### src/rtl/bir_pkg.sv
// Shared types and constants for the bilinear image resizer.
// Holds the field widths, register indexes and input kind codes.
// No dependencies.
package bir_pkg;

	// Field widths fixed by the register map and the item format.
	localparam int OLD_DIM_W  = 8;
	localparam int NEW_DIM_W  = 13;
	localparam int COMP_W     = 3;
	localparam int COORD_W    = 12;
	localparam int BYTE_W     = 8;
	localparam int CFG_DATA_W = 13;
	localparam int CFG_IDX_W  = 3;

	// Q16 step arithmetic.
	localparam int FRAC_W   = 16;
	localparam int STEP_W   = OLD_DIM_W + FRAC_W;
	localparam int WEIGHT_W = FRAC_W + 1;

	// Number of value lanes on the result.
	localparam int NUM_VALUES = 4;
	localparam int LANE_W     = 2;

	// Configuration register indexes.
	localparam logic [CFG_IDX_W-1:0] CFG_OLD_WIDTH  = 3'd0;
	localparam logic [CFG_IDX_W-1:0] CFG_OLD_HEIGHT = 3'd1;
	localparam logic [CFG_IDX_W-1:0] CFG_NEW_WIDTH  = 3'd2;
	localparam logic [CFG_IDX_W-1:0] CFG_NEW_HEIGHT = 3'd3;
	localparam logic [CFG_IDX_W-1:0] CFG_COMP_COUNT = 3'd4;

	// Input item kinds.
	localparam logic KIND_LOAD    = 1'b0;
	localparam logic KIND_REQUEST = 1'b1;

	typedef logic [BYTE_W-1:0] byte_t;

endpackage

### src/rtl/bir_step_div.sv
// Restoring divider that produces the Q16 step along one axis.
// One quotient bit per cycle; depends on bir_pkg.
module bir_step_div import bir_pkg::*; (
	input  logic              clk,
	input  logic              arst_n,
	input  logic              start,
	input  logic [STEP_W-1:0] dividend,
	input  logic [NEW_DIM_W-1:0] divisor,
	output logic              busy,
	output logic [STEP_W-1:0] quotient
);

	localparam int CNT_W = $clog2(STEP_W);

	logic [STEP_W-1:0]    quo_q;
	logic [NEW_DIM_W-1:0] rem_q;
	logic [CNT_W-1:0]     cnt_q;
	logic                 run_q;
	logic [NEW_DIM_W:0]   trial;
	logic [NEW_DIM_W:0]   rem_next;
	logic                 ge;

	// One trial subtraction per cycle.
	always_comb begin
		trial    = {rem_q, quo_q[STEP_W-1]};
		ge       = (trial >= {1'b0, divisor});
		rem_next = ge ? (trial - {1'b0, divisor}) : trial;
	end

	// Control: counts the quotient bits still to be produced.
	always_ff @(posedge clk or negedge arst_n) begin
		if (!arst_n) begin
			run_q <= 1'b0;
			cnt_q <= '0;
		end else if (start) begin
			run_q <= 1'b1;
			cnt_q <= CNT_W'(STEP_W - 1);
		end else if (run_q) begin
			if (cnt_q == '0) begin
				run_q <= 1'b0;
			end else begin
				cnt_q <= cnt_q - 1'b1;
			end
		end
	end

	// Dividend shifts out at the top while quotient bits shift in.
	always_ff @(posedge clk) begin
		if (start) begin
			quo_q <= dividend;
			rem_q <= '0;
		end else if (run_q) begin
			quo_q <= {quo_q[STEP_W-2:0], ge};
			rem_q <= rem_next[NEW_DIM_W-1:0];
		end
	end

	assign busy     = run_q;
	assign quotient = quo_q;

endmodule

### config.mk
export PLATFORM = sky130hd
export DESIGN_NAME = bir_step_div
export DESIGN_NICKNAME = d
export VERILOG_FILES = /design/src/rtl/bir_pkg.sv /design/src/rtl/bir_step_div.sv
export SDC_FILE = /design/constraint.sdc
export NUM_CORES = 1
export LEC_CHECK = 0
export BUFFER_PORTS_ARGS = -buffer_cell sky130_fd_sc_hd__buf_2
export CAP_MARGIN = 10
export CORE_MARGIN = 5
export CORE_UTILIZATION = 40
export CTS_CLUSTER_SIZE = 14
export DETAILED_ROUTE_END_ITERATION = 8
export HOLD_SLACK_MARGIN = 0.12
export PLACE_DENSITY_LB_ADDON = 0.2
export SYNTH_ARGS = -nofsm -noshare
export SYNTH_HDL_FRONTEND = slang
export SYNTH_SLANG_ARGS = --single-unit
### constraint.sdc
create_clock -name clk -period 7.2 [get_ports clk]
set_input_delay 0.36 -clock clk [delete_from_list [all_inputs] [get_ports clk]]
set_output_delay 0.36 -clock clk [all_outputs]
set_load 0.05 [all_outputs]
==> results of run 1 <==
-- cell families after synthesis --
family                     count (synthesis)  share of synthesized area [%]
AOI/OAI and AO/OA                         51                          16.68
xor gates and xnor gates                  10                          3.271
muxes                                     27                          11.22
and+or+nand+nor                           72                          14.16
adders and majority gates                 16                          7.757
buffers and inverters                     30                          4.673
DFF                                       43                          42.24
-- stage by stage --
stage                     cell area, um2  util (%)  power (mW)  worst slack [ns]  hold slack (ns)
after floorplan                     2678         -      0.6834             4.524          0.06441
after global placement              3052     47.52      0.7642             4.694           0.1929
after detailed placement            3052     47.52      0.7620             4.625           0.1948
after CTS                           3173     49.41      0.9549             4.676           0.3525
after global routing                3173     49.41       1.011             4.527           0.3447
final                               3173     49.41      0.9511             4.689           0.3598
-- placed cells by master (no fill, tap or decap), drive strengths merged, types with 5 or more instances in the layout --
cell     n
a21o     7
ha      15
dfxtp   13
xnor2    7
nand2b   8
a21oi    8
clkbuf   5
a311oi   6
inv     23
mux2    24
edfxtp  24
nand2   21
buf     64
dfrtp    6
nor2    15
nand3   13
o21ai    5
-- worst reg2reg max path: cells and delay by family (launching register included) --
kind / cells / cell delay [ns]
AOI/OAI and AO/OA: 3 / 0.86
adders and majority gates: 2 / 0.60
and+or+nand+nor: 3 / 0.54
DFF: 1 / 0.36
buffers and inverters: 1 / 0.06
-- worst min-delay path by stage --
stage	depth (start not counted)	end
detailed placement	1	cnt_q[0]
finish	2	quotient[9]
global route	2	quotient[6]
global placement	1	cnt_q[2]
floorplan	0	busy
CTS	2	quotient[9]
-- what timing repair did --
action,CTS,global route
buffers inserted,0,0
resized for setup,0,0
hold buffers,1,0
hold endpoints to repair,6,0
-- power breakdown --
part	switching [mW]	internal [mW]
logic	0.256	0.166
clock network	0.0870	0.104
registers	0.0338	0.305
total	0.376	0.575
-- layout make-up --
type | count | area [um2] | share of cell area [%]
multi-input cells | 176 | 1421 | 44.79
well taps | 77 | 96.34 | 3.036
inverters | 22 | 82.58 | 2.603
repair buffers | 65 | 330.3 | 10.41
clock inverters | 3 | 42.54 | 1.341
flip-flops and latches | 43 | 1131 | 35.65
clock buffers | 5 | 68.82 | 2.169
-- state kept, by name, summed over array words and instances, names as in the netlist --
signal	count
rem_q	13
busy	1
cnt_q	5
quotient	24
-- per-layer routing --
layer / global-route usage (%) / vias up / share of wire [%]
met2: 21.12 / 61 / 44
met1: 20.65 / 973 / 48
met5: 0 / - / 0
met4: 3.218 / 0 / 0.68
met3: 4.583 / 5 / 7.1
li1: - / 1044 / -
==> impl_metrics.tcl, run 1 <==
set metrics [dict create \
    cp_max_fo 15 \
    crit_required_ns 7.40 \
    synth_edf_count 24 \
    worst-r2r-setup-slack_ns 4.69 \
    die-area_um2 8430 \
    critPathCaptureType "register" \
    synthTopCellsByCount "edfxtp_1, mux2_2, inv_1" \
    rows 29 \
    grt_pass1_vias 2105 \
    vias 2083 \
    clk_pin_slew_ns 0.09 \
    dpl.cell_count 382 \
    period_share_pct 34.87 \
    fin_skew_ns 0.005598 \
    timing.fmax_mhz 398.3 \
    first_iter_violations 149 \
    synth_flop_cell "edfxtp_1" \
    ios 65 \
    layout-drive-gt1-share_pct 36.62 \
    cp_num_cells 9 \
    buffer_ports.inserted 64 \
    worstHoldStart "dividend[9]" \
    synthCells 249 \
    crit_start "quotient[23]" \
    die_w_um 91.82 \
    finalHoldViolations 0 \
    ir_drop_mv 0.1256 \
    syn_avg_cell_area_um2 10.75 \
    drc 0 \
    fill_cells 614 \
    critPathTopFamily "compound AO/OA/AOI/OAI gates" \
    clkSinkCount 43 \
    cts_buffers 5 \
    synth_top_area_share_pct 26.92 \
    grt_pass1_wl_mm 10.05 \
    r2r_cells 9 \
    arrival_ns 2.71 \
    rr_endpoint "rem_q[10]" \
    clk_latency_ns 0.30 \
    crit_buf_inv 1 \
    critPathSlowestCell "fa_1" \
    min_period_ns 2.511 \
    cts-htree-levels 2 \
    grt_usage_pct 14.37 \
    max_slew.worst_pin.slew_ns 0.9001 \
    syn_area_um2 2678 \
    antenna_found_initial 0 \
    crit_end "rem_q[10]" \
    grt_max_degree 41 \
    worst-setup-path-type "register to register" \
    fin_nets 369 \
    area_growth_pct 18.50 \
    dpl.hpwl_mm 4.358 \
    slew_violations 0 \
    async_flop_share_pct 13.95 \
    synth_largest_area_cell "edfxtp_1" \
    status "finished clean" \
    wl_per_cell_um 15.03 \
    synth_area_leaders "edfxtp_1, mux2_2, dfxtp_1, ha_1, dfrtp_1" \
    synth_cell_types 49 \
    start_kind "register" \
    design.core.area_um2 6422 \
    syn-num-nets 305 \
    diodes 0 \
    max_stage_delay_ns 0.40 \
    gp_congestion 0.8081 \
    yosys_register_bits 43 \
    power_density_nw_per_um2 299.8 \
    first_pass_iters 4 \
    cts_buffer_depth 2 \
    leakage_nw 1.395 \
    fp.dieH_um 91.82 \
    cap_violations 0 \
    cts_root_buf "clkbuf_8" \
    finalNonFillerCells 391 \
    fin_tns_setup_ns 0 \
    antenna_left 0 \
    synth-seq-area-share_pct 42.24 \
    cts_tree "built" \
    viasPerCell 5.327 \
    crit_chain "inv_1 > ha_1 > fa_1 > nand2b_1 > a21o_1 > a311o_2 > nand2_4 > nand3_2 > a311oi_2" \
    reg2reg_from "quotient[23]" \
    finalSetupViolations 0 \
    hold_class "input port to register" \
    wl_mm 5.878 \
    grt.overflow.total 0 \
    relSlewSlack_pct 39.93 \
    yosysWarnings 0 \
    rsz0062_at_grt "no" \
    start_util_pct 41.69 \
]
(Power assumes the default switching activity.)
==> run 2, diff against run 1 <==
==> constraint.sdc (replaced) <==
create_clock -name clk -period 2.2 [get_ports clk]
set_input_delay 0.11 -clock clk [delete_from_list [all_inputs] [get_ports clk]]
set_output_delay 0.11 -clock clk [all_outputs]
set_load 0.05 [all_outputs]
==> impl_metrics.tcl, run 2 (synthesis gave the netlist of run 1 again) <==
set metrics [dict create \
    status "complete, but fails checks" \
    violations "negative setup slack" \
    gp_congestion 0.8333 \
    relSlewSlack_pct 62.94 \
    slew_violations 0 \
    fp.dieH_um 91.82 \
    critPathCaptureType "register" \
    vias 2261 \
    period_share_pct 102.4 \
    design.core.area_um2 6422 \
    clk_pin_slew_ns 0.09 \
    fin_util_pct 57.45 \
    cap_violations 0 \
    cts_buffer_depth 2 \
    power_density_nw_per_um2 941.5 \
    grt_pass1_vias 2280 \
    cp_max_fo 9 \
    timing.fmax_mhz 443.8 \
    grt.overflow.total 0 \
    cts_tree "built" \
    start_kind "register" \
    start_util_pct 41.69 \
    cts-htree-levels 2 \
    fin_area_um2 3690 \
    setup_ws_ns -0.05325 \
    ios 65 \
    ir_drop_mv 0.3921 \
    area_growth_pct 37.80 \
    clk_latency_ns 0.30 \
    first_pass_iters 4 \
    first_iter_violations 121 \
    most-common-layout-cells "buf_2, dlygate4sd3_1, mux2_2, buf_4, edfxtp_1" \
    dpl.hpwl_mm 4.502 \
    grt_max_degree 25 \
    min_period_ns 2.253 \
    antenna_found_initial 0 \
    fin_nets 419 \
    multi_input_area_um2 1486 \
    rsz0062_at_grt "yes" \
    viasPerCell 5.127 \
    finalSetupViolations 12 \
    cts_buffers 5 \
    buffer_ports.inserted 64 \
    layout-drive-gt1-share_pct 41.76 \
    seq_area_um2 1131 \
    final_common_cell "buf_2" \
    worst-setup-path-type "register to register" \
    hold_class "input port to async pin" \
    fill_cells 541 \
    antenna_left 0 \
    place_ws_ns -0.03286 \
    max_slew.worst_pin.slew_ns 0.5548 \
    placed_cell_area_um2 3227 \
    fin_skew_ns 0.007318 \
    clkSinkCount 43 \
    grt_usage_pct 15.69 \
    finalNonFillerCells 441 \
    die-area_um2 8430 \
    finalHoldViolations 0 \
    leakage_nw 1.644 \
    dpl.cell_count 402 \
    arrival_ns 2.50 \
    cts_root_buf "clkbuf_8" \
    rows 29 \
    wl_mm 6.433 \
    largest_register_ffs 24 \
    drc 0 \
    crit_required_ns 2.45 \
    wl_per_cell_um 14.59 \
    die_w_um 91.82 \
    grt_pass1_wl_mm 10.81 \
    diodes 0 \
]
run 2: changes by cell type in the layout (fill, tap and decap cells not counted), moves of 2 or more:
cell,change
a21oi_1,-3
a21oi_2,+2
buf_4,+24
dlygate4sd3_1,+24
o221ai_1,-2
o221ai_2,+2
run 2: report_power, final:
group          switching (mW)  total [mW]  internal, mW
logic                   0.941        1.74         0.803
clock network           0.297       0.636         0.339
registers              0.0942        1.09         0.999
run 2: layout make-up:
type / instances / share of cell area [%]
clock buffer: 5 / 1.865
clock inverter: 3 / 1.153
inverter: 22 / 2.238
multi-input combinational: 176 / 40.28
sequential: 43 / 30.65
tap: 77 / 2.611
timing repair buffer: 115 / 21.19
run 2: routing by layer:
metal  up-vias  routed length, um  global-route usage, %
li1       1143                  -                      -
met1      1044               2966                  21.43
met2        69               2999                  25.08
met3         5                418                  3.682
met4         0                 48                  4.084
met5         -                  0                      0
run 2: worst paths after layout:
| check | startpoint | end | slack [ns] | cells after the start |
|---|---|---|---|---|
| worst min-delay path | arst_n | cnt_q[2] | 0.15 | 2 |
| min in group clk | start | cnt_q[3] | 0.21 | 2 |
| max in group asynchronous | arst_n | cnt_q[1] | 1.90 | 2 |
| worst max register to register | quotient[23] | rem_q[1] | -0.05 | 10 |
| worst min register to register | rem_q[12] | rem_q[12] | 0.49 | 2 |
| worst max-delay path | quotient[23] | rem_q[1] | -0.05 | 10 |
run 2: metrics by stage:
step / TNS, ns / total power [mW] / hold slack (ns)
floorplan: -4.483 / 2.246 / -0.1856
global placement: 0 / 2.673 / -0.05613
detailed placement: -0.1116 / 2.675 / -0.05740
CTS: -0.2941 / 3.367 / 0.1389
global route: -1.559 / 3.717 / 0.1500
finish: -0.3014 / 3.474 / 0.1480
run 2: worst max-delay path: stages (launching register included):
cell and delay (ns):
edfxtp_1 0.38, inv_2 0.06, ha_4 0.16, fa_2 0.34
nand2b_4 0.15, a21o_1 0.17, a311o_2 0.35, nand2_4 0.09
buf_12 0.14, mux2i_1 0.19, a22o_1 0.16
run 2: what timing repair did:
item / in CTS / in global routing
buffers inserted: 1 / 5
resized for setup: 0 / 13
pin swaps: 1 / 2
hold endpoints to repair: 30 / 0
hold buffers: 25 / 0
endpoints found under the setup margin: 12 / 14
==> run 3, diff against run 2 <==
--- a/config.mk
+++ b/config.mk
@@ -7,12 +7,14 @@
 export LEC_CHECK = 0
 export BUFFER_PORTS_ARGS = -buffer_cell sky130_fd_sc_hd__buf_2
 export CAP_MARGIN = 10
+export CORE_ASPECT_RATIO = 0.9
 export CORE_MARGIN = 5
 export CORE_UTILIZATION = 40
 export CTS_CLUSTER_SIZE = 14
 export DETAILED_ROUTE_END_ITERATION = 8
 export HOLD_SLACK_MARGIN = 0.12
 export PLACE_DENSITY_LB_ADDON = 0.2
+export SKIP_CTS_REPAIR_TIMING = 1
 export SYNTH_ARGS = -nofsm -noshare
 export SYNTH_HDL_FRONTEND = slang
 export SYNTH_SLANG_ARGS = --single-unit
==> constraint.sdc (replaced) <==
create_clock -name clk -period 2.9 [get_ports clk]
set_input_delay 0.145 -clock clk [delete_from_list [all_inputs] [get_ports clk]]
set_output_delay 0.145 -clock clk [all_outputs]
set_load 0.05 [all_outputs]
==> impl_metrics.tcl, run 3 (synthesis gave the netlist of run 1 again) <==
set metrics [dict create \
    most-common-layout-cells "buf_2, mux2_2, edfxtp_1" \
    top_layer_used "met4" \
    internal-power_mw 1.342 \
    start_util_pct 40.87 \
    antenna_left 0 \
    switching_share_pct 40.53 \
    rows 28 \
    hold_class "input port to register" \
    finalNonFillerCells 407 \
    cts_buffer_depth 2 \
    r2r_cells 9 \
    cts_buffers 5 \
    rr_endpoint "rem_q[12]" \
    ios 65 \
    comb_power_share_pct 46.3 \
    grt_pass1_wl_mm 9.384 \
    final_common_cell "buf_2" \
    wl_per_cell_um 14.13 \
    die-area_um2 8433 \
    status "finished clean" \
    min_period_ns 2.474 \
    first_pass_iters 4 \
    viasPerCell 5.054 \
    cts_tree "built" \
    fin_nets 372 \
    layout-drive-gt1-share_pct 37.22 \
    crit_required_ns 3.11 \
    worst-r2r-setup-slack_ns 0.43 \
    grt_usage_pct 14.14 \
    power_mw 2.256 \
    vias 2057 \
    buffer_ports.inserted 64 \
    first_iter_violations 106 \
    dpl.cell_count 398 \
    arrival_ns 2.68 \
    design.core.area_um2 6551 \
    switchingPower_uw 914.5 \
    max_slew.worst_pin.slew_ns 0.6518 \
    reg2reg_from "quotient[23]" \
    diodes 0 \
    start_kind "register" \
    whs_endpoint "quotient[13]" \
    finalSetupViolations 0 \
    whs_path_depth 2 \
    met3_length_um 383 \
    cts-htree-levels 2 \
    cp_max_fo 15 \
    finalHoldViolations 0 \
    cts_root_buf "clkbuf_8" \
    fin_util_pct 48.64 \
    p_seq_share_pct 37.0 \
    wl_mm 5.749 \
    area_growth_pct 19.02 \
    antenna_found_initial 0 \
    critPathCaptureType "register" \
    gp_congestion 0.8307 \
    largest_register_ffs 24 \
    period_share_pct 85.32 \
    fin_tns_setup_ns 0 \
    clk_latency_ns 0.29 \
    drc 0 \
    grt_max_degree 25 \
    grt.overflow.total 0 \
    slew_violations 0 \
    die_w_um 96.24 \
    cap_violations 0 \
    power_frac_clock_pct 16.7 \
    ir_drop_mv 0.3795 \
    fp.dieH_um 87.62 \
    clk_pin_slew_ns 0.09 \
    clkSinkCount 43 \
    routed-wl-met2_mm 2.601 \
    fin_skew_ns 0.009885 \
    worst-setup-path-type "register to register" \
    relSlewSlack_pct 56.07 \
    power_density_nw_per_um2 707.9 \
    fill_cells 633 \
    worstHoldStart "dividend[13]" \
    rsz0062_at_grt "no" \
    grt_pass1_vias 2050 \
    dpl.hpwl_mm 4.401 \
    leakage_nw 1.397 \
    wl_met1_mm 2.738 \
    timing.fmax_mhz 404.2 \
]
-- run 3: critical path: stages, from the launching register on --
cell	delay (ns)
edfxtp_1	0.35
inv_1	0.06
ha_1	0.20
fa_1	0.41
nand2b_1	0.18
a21o_1	0.20
a311o_2	0.41
nand2_4	0.22
nand2_1	0.16
o221ai_1	0.22
-- run 3: how the worst max path moves through the flow --
stage | startpoint | end | slack (ns) | cells after the start
floorplan | quotient[23] | rem_q[3] | 0.22 | 10
global placement | quotient[23] | rem_q[7] | 0.51 | 9
detailed placement | quotient[23] | rem_q[12] | 0.44 | 9
CTS | quotient[23] | rem_q[12] | 0.42 | 9
global route | quotient[23] | rem_q[12] | 0.27 | 9
finish | quotient[23] | rem_q[12] | 0.43 | 9
-- run 3: stage by stage --
step | worst slack, ns | instance area, um2 | hold WS (ns)
floorplan | 0.2242 | 2678 | -0.1506
global placement | 0.5118 | 3090 | -0.02052
detailed placement | 0.4378 | 3090 | -0.02052
CTS | 0.4170 | 3177 | -0.3361
global route | 0.2715 | 3187 | 0.1320
finish | 0.4258 | 3187 | 0.1441
-- run 3: cell type report --
class	count	area [um2]	share of cell area (%)
Clock buffer	6	72.57	2.277
Clock inverter	2	13.76	0.4319
Inverter	22	82.58	2.591
Multi-Input combinational cell	176	1421	44.60
Sequential cell	43	1131	35.49
Tap cell	90	112.6	3.534
Timing Repair Buffer	68	352.8	11.07
-- run 3: power by group through the flow --
| stage | sequential (mW) | clock, mW | combinational [mW] |
|---|---|---|---|
| 6_report | 0.835 | 0.376 | 1.05 |
| 4_1_cts | 0.835 | 0.387 | 1.05 |
| 3_3_place_gp | 0.850 | 0 | 1.04 |
| 5_1_grt | 0.850 | 0.417 | 1.14 |
| 3_5_place_dp | 0.846 | 0 | 1.04 |
| 2_1_floorplan | 0.975 | 0 | 0.722 |
-- run 3: layer usage --
| layer | track usage, % | vias up |
|---|---|---|
| met5 | 0 | - |
| met1 | 19.83 | 949 |
| li1 | - | 1043 |
| met2 | 22.01 | 61 |
| met3 | 3.866 | 4 |
| met4 | 2.713 | 0 |
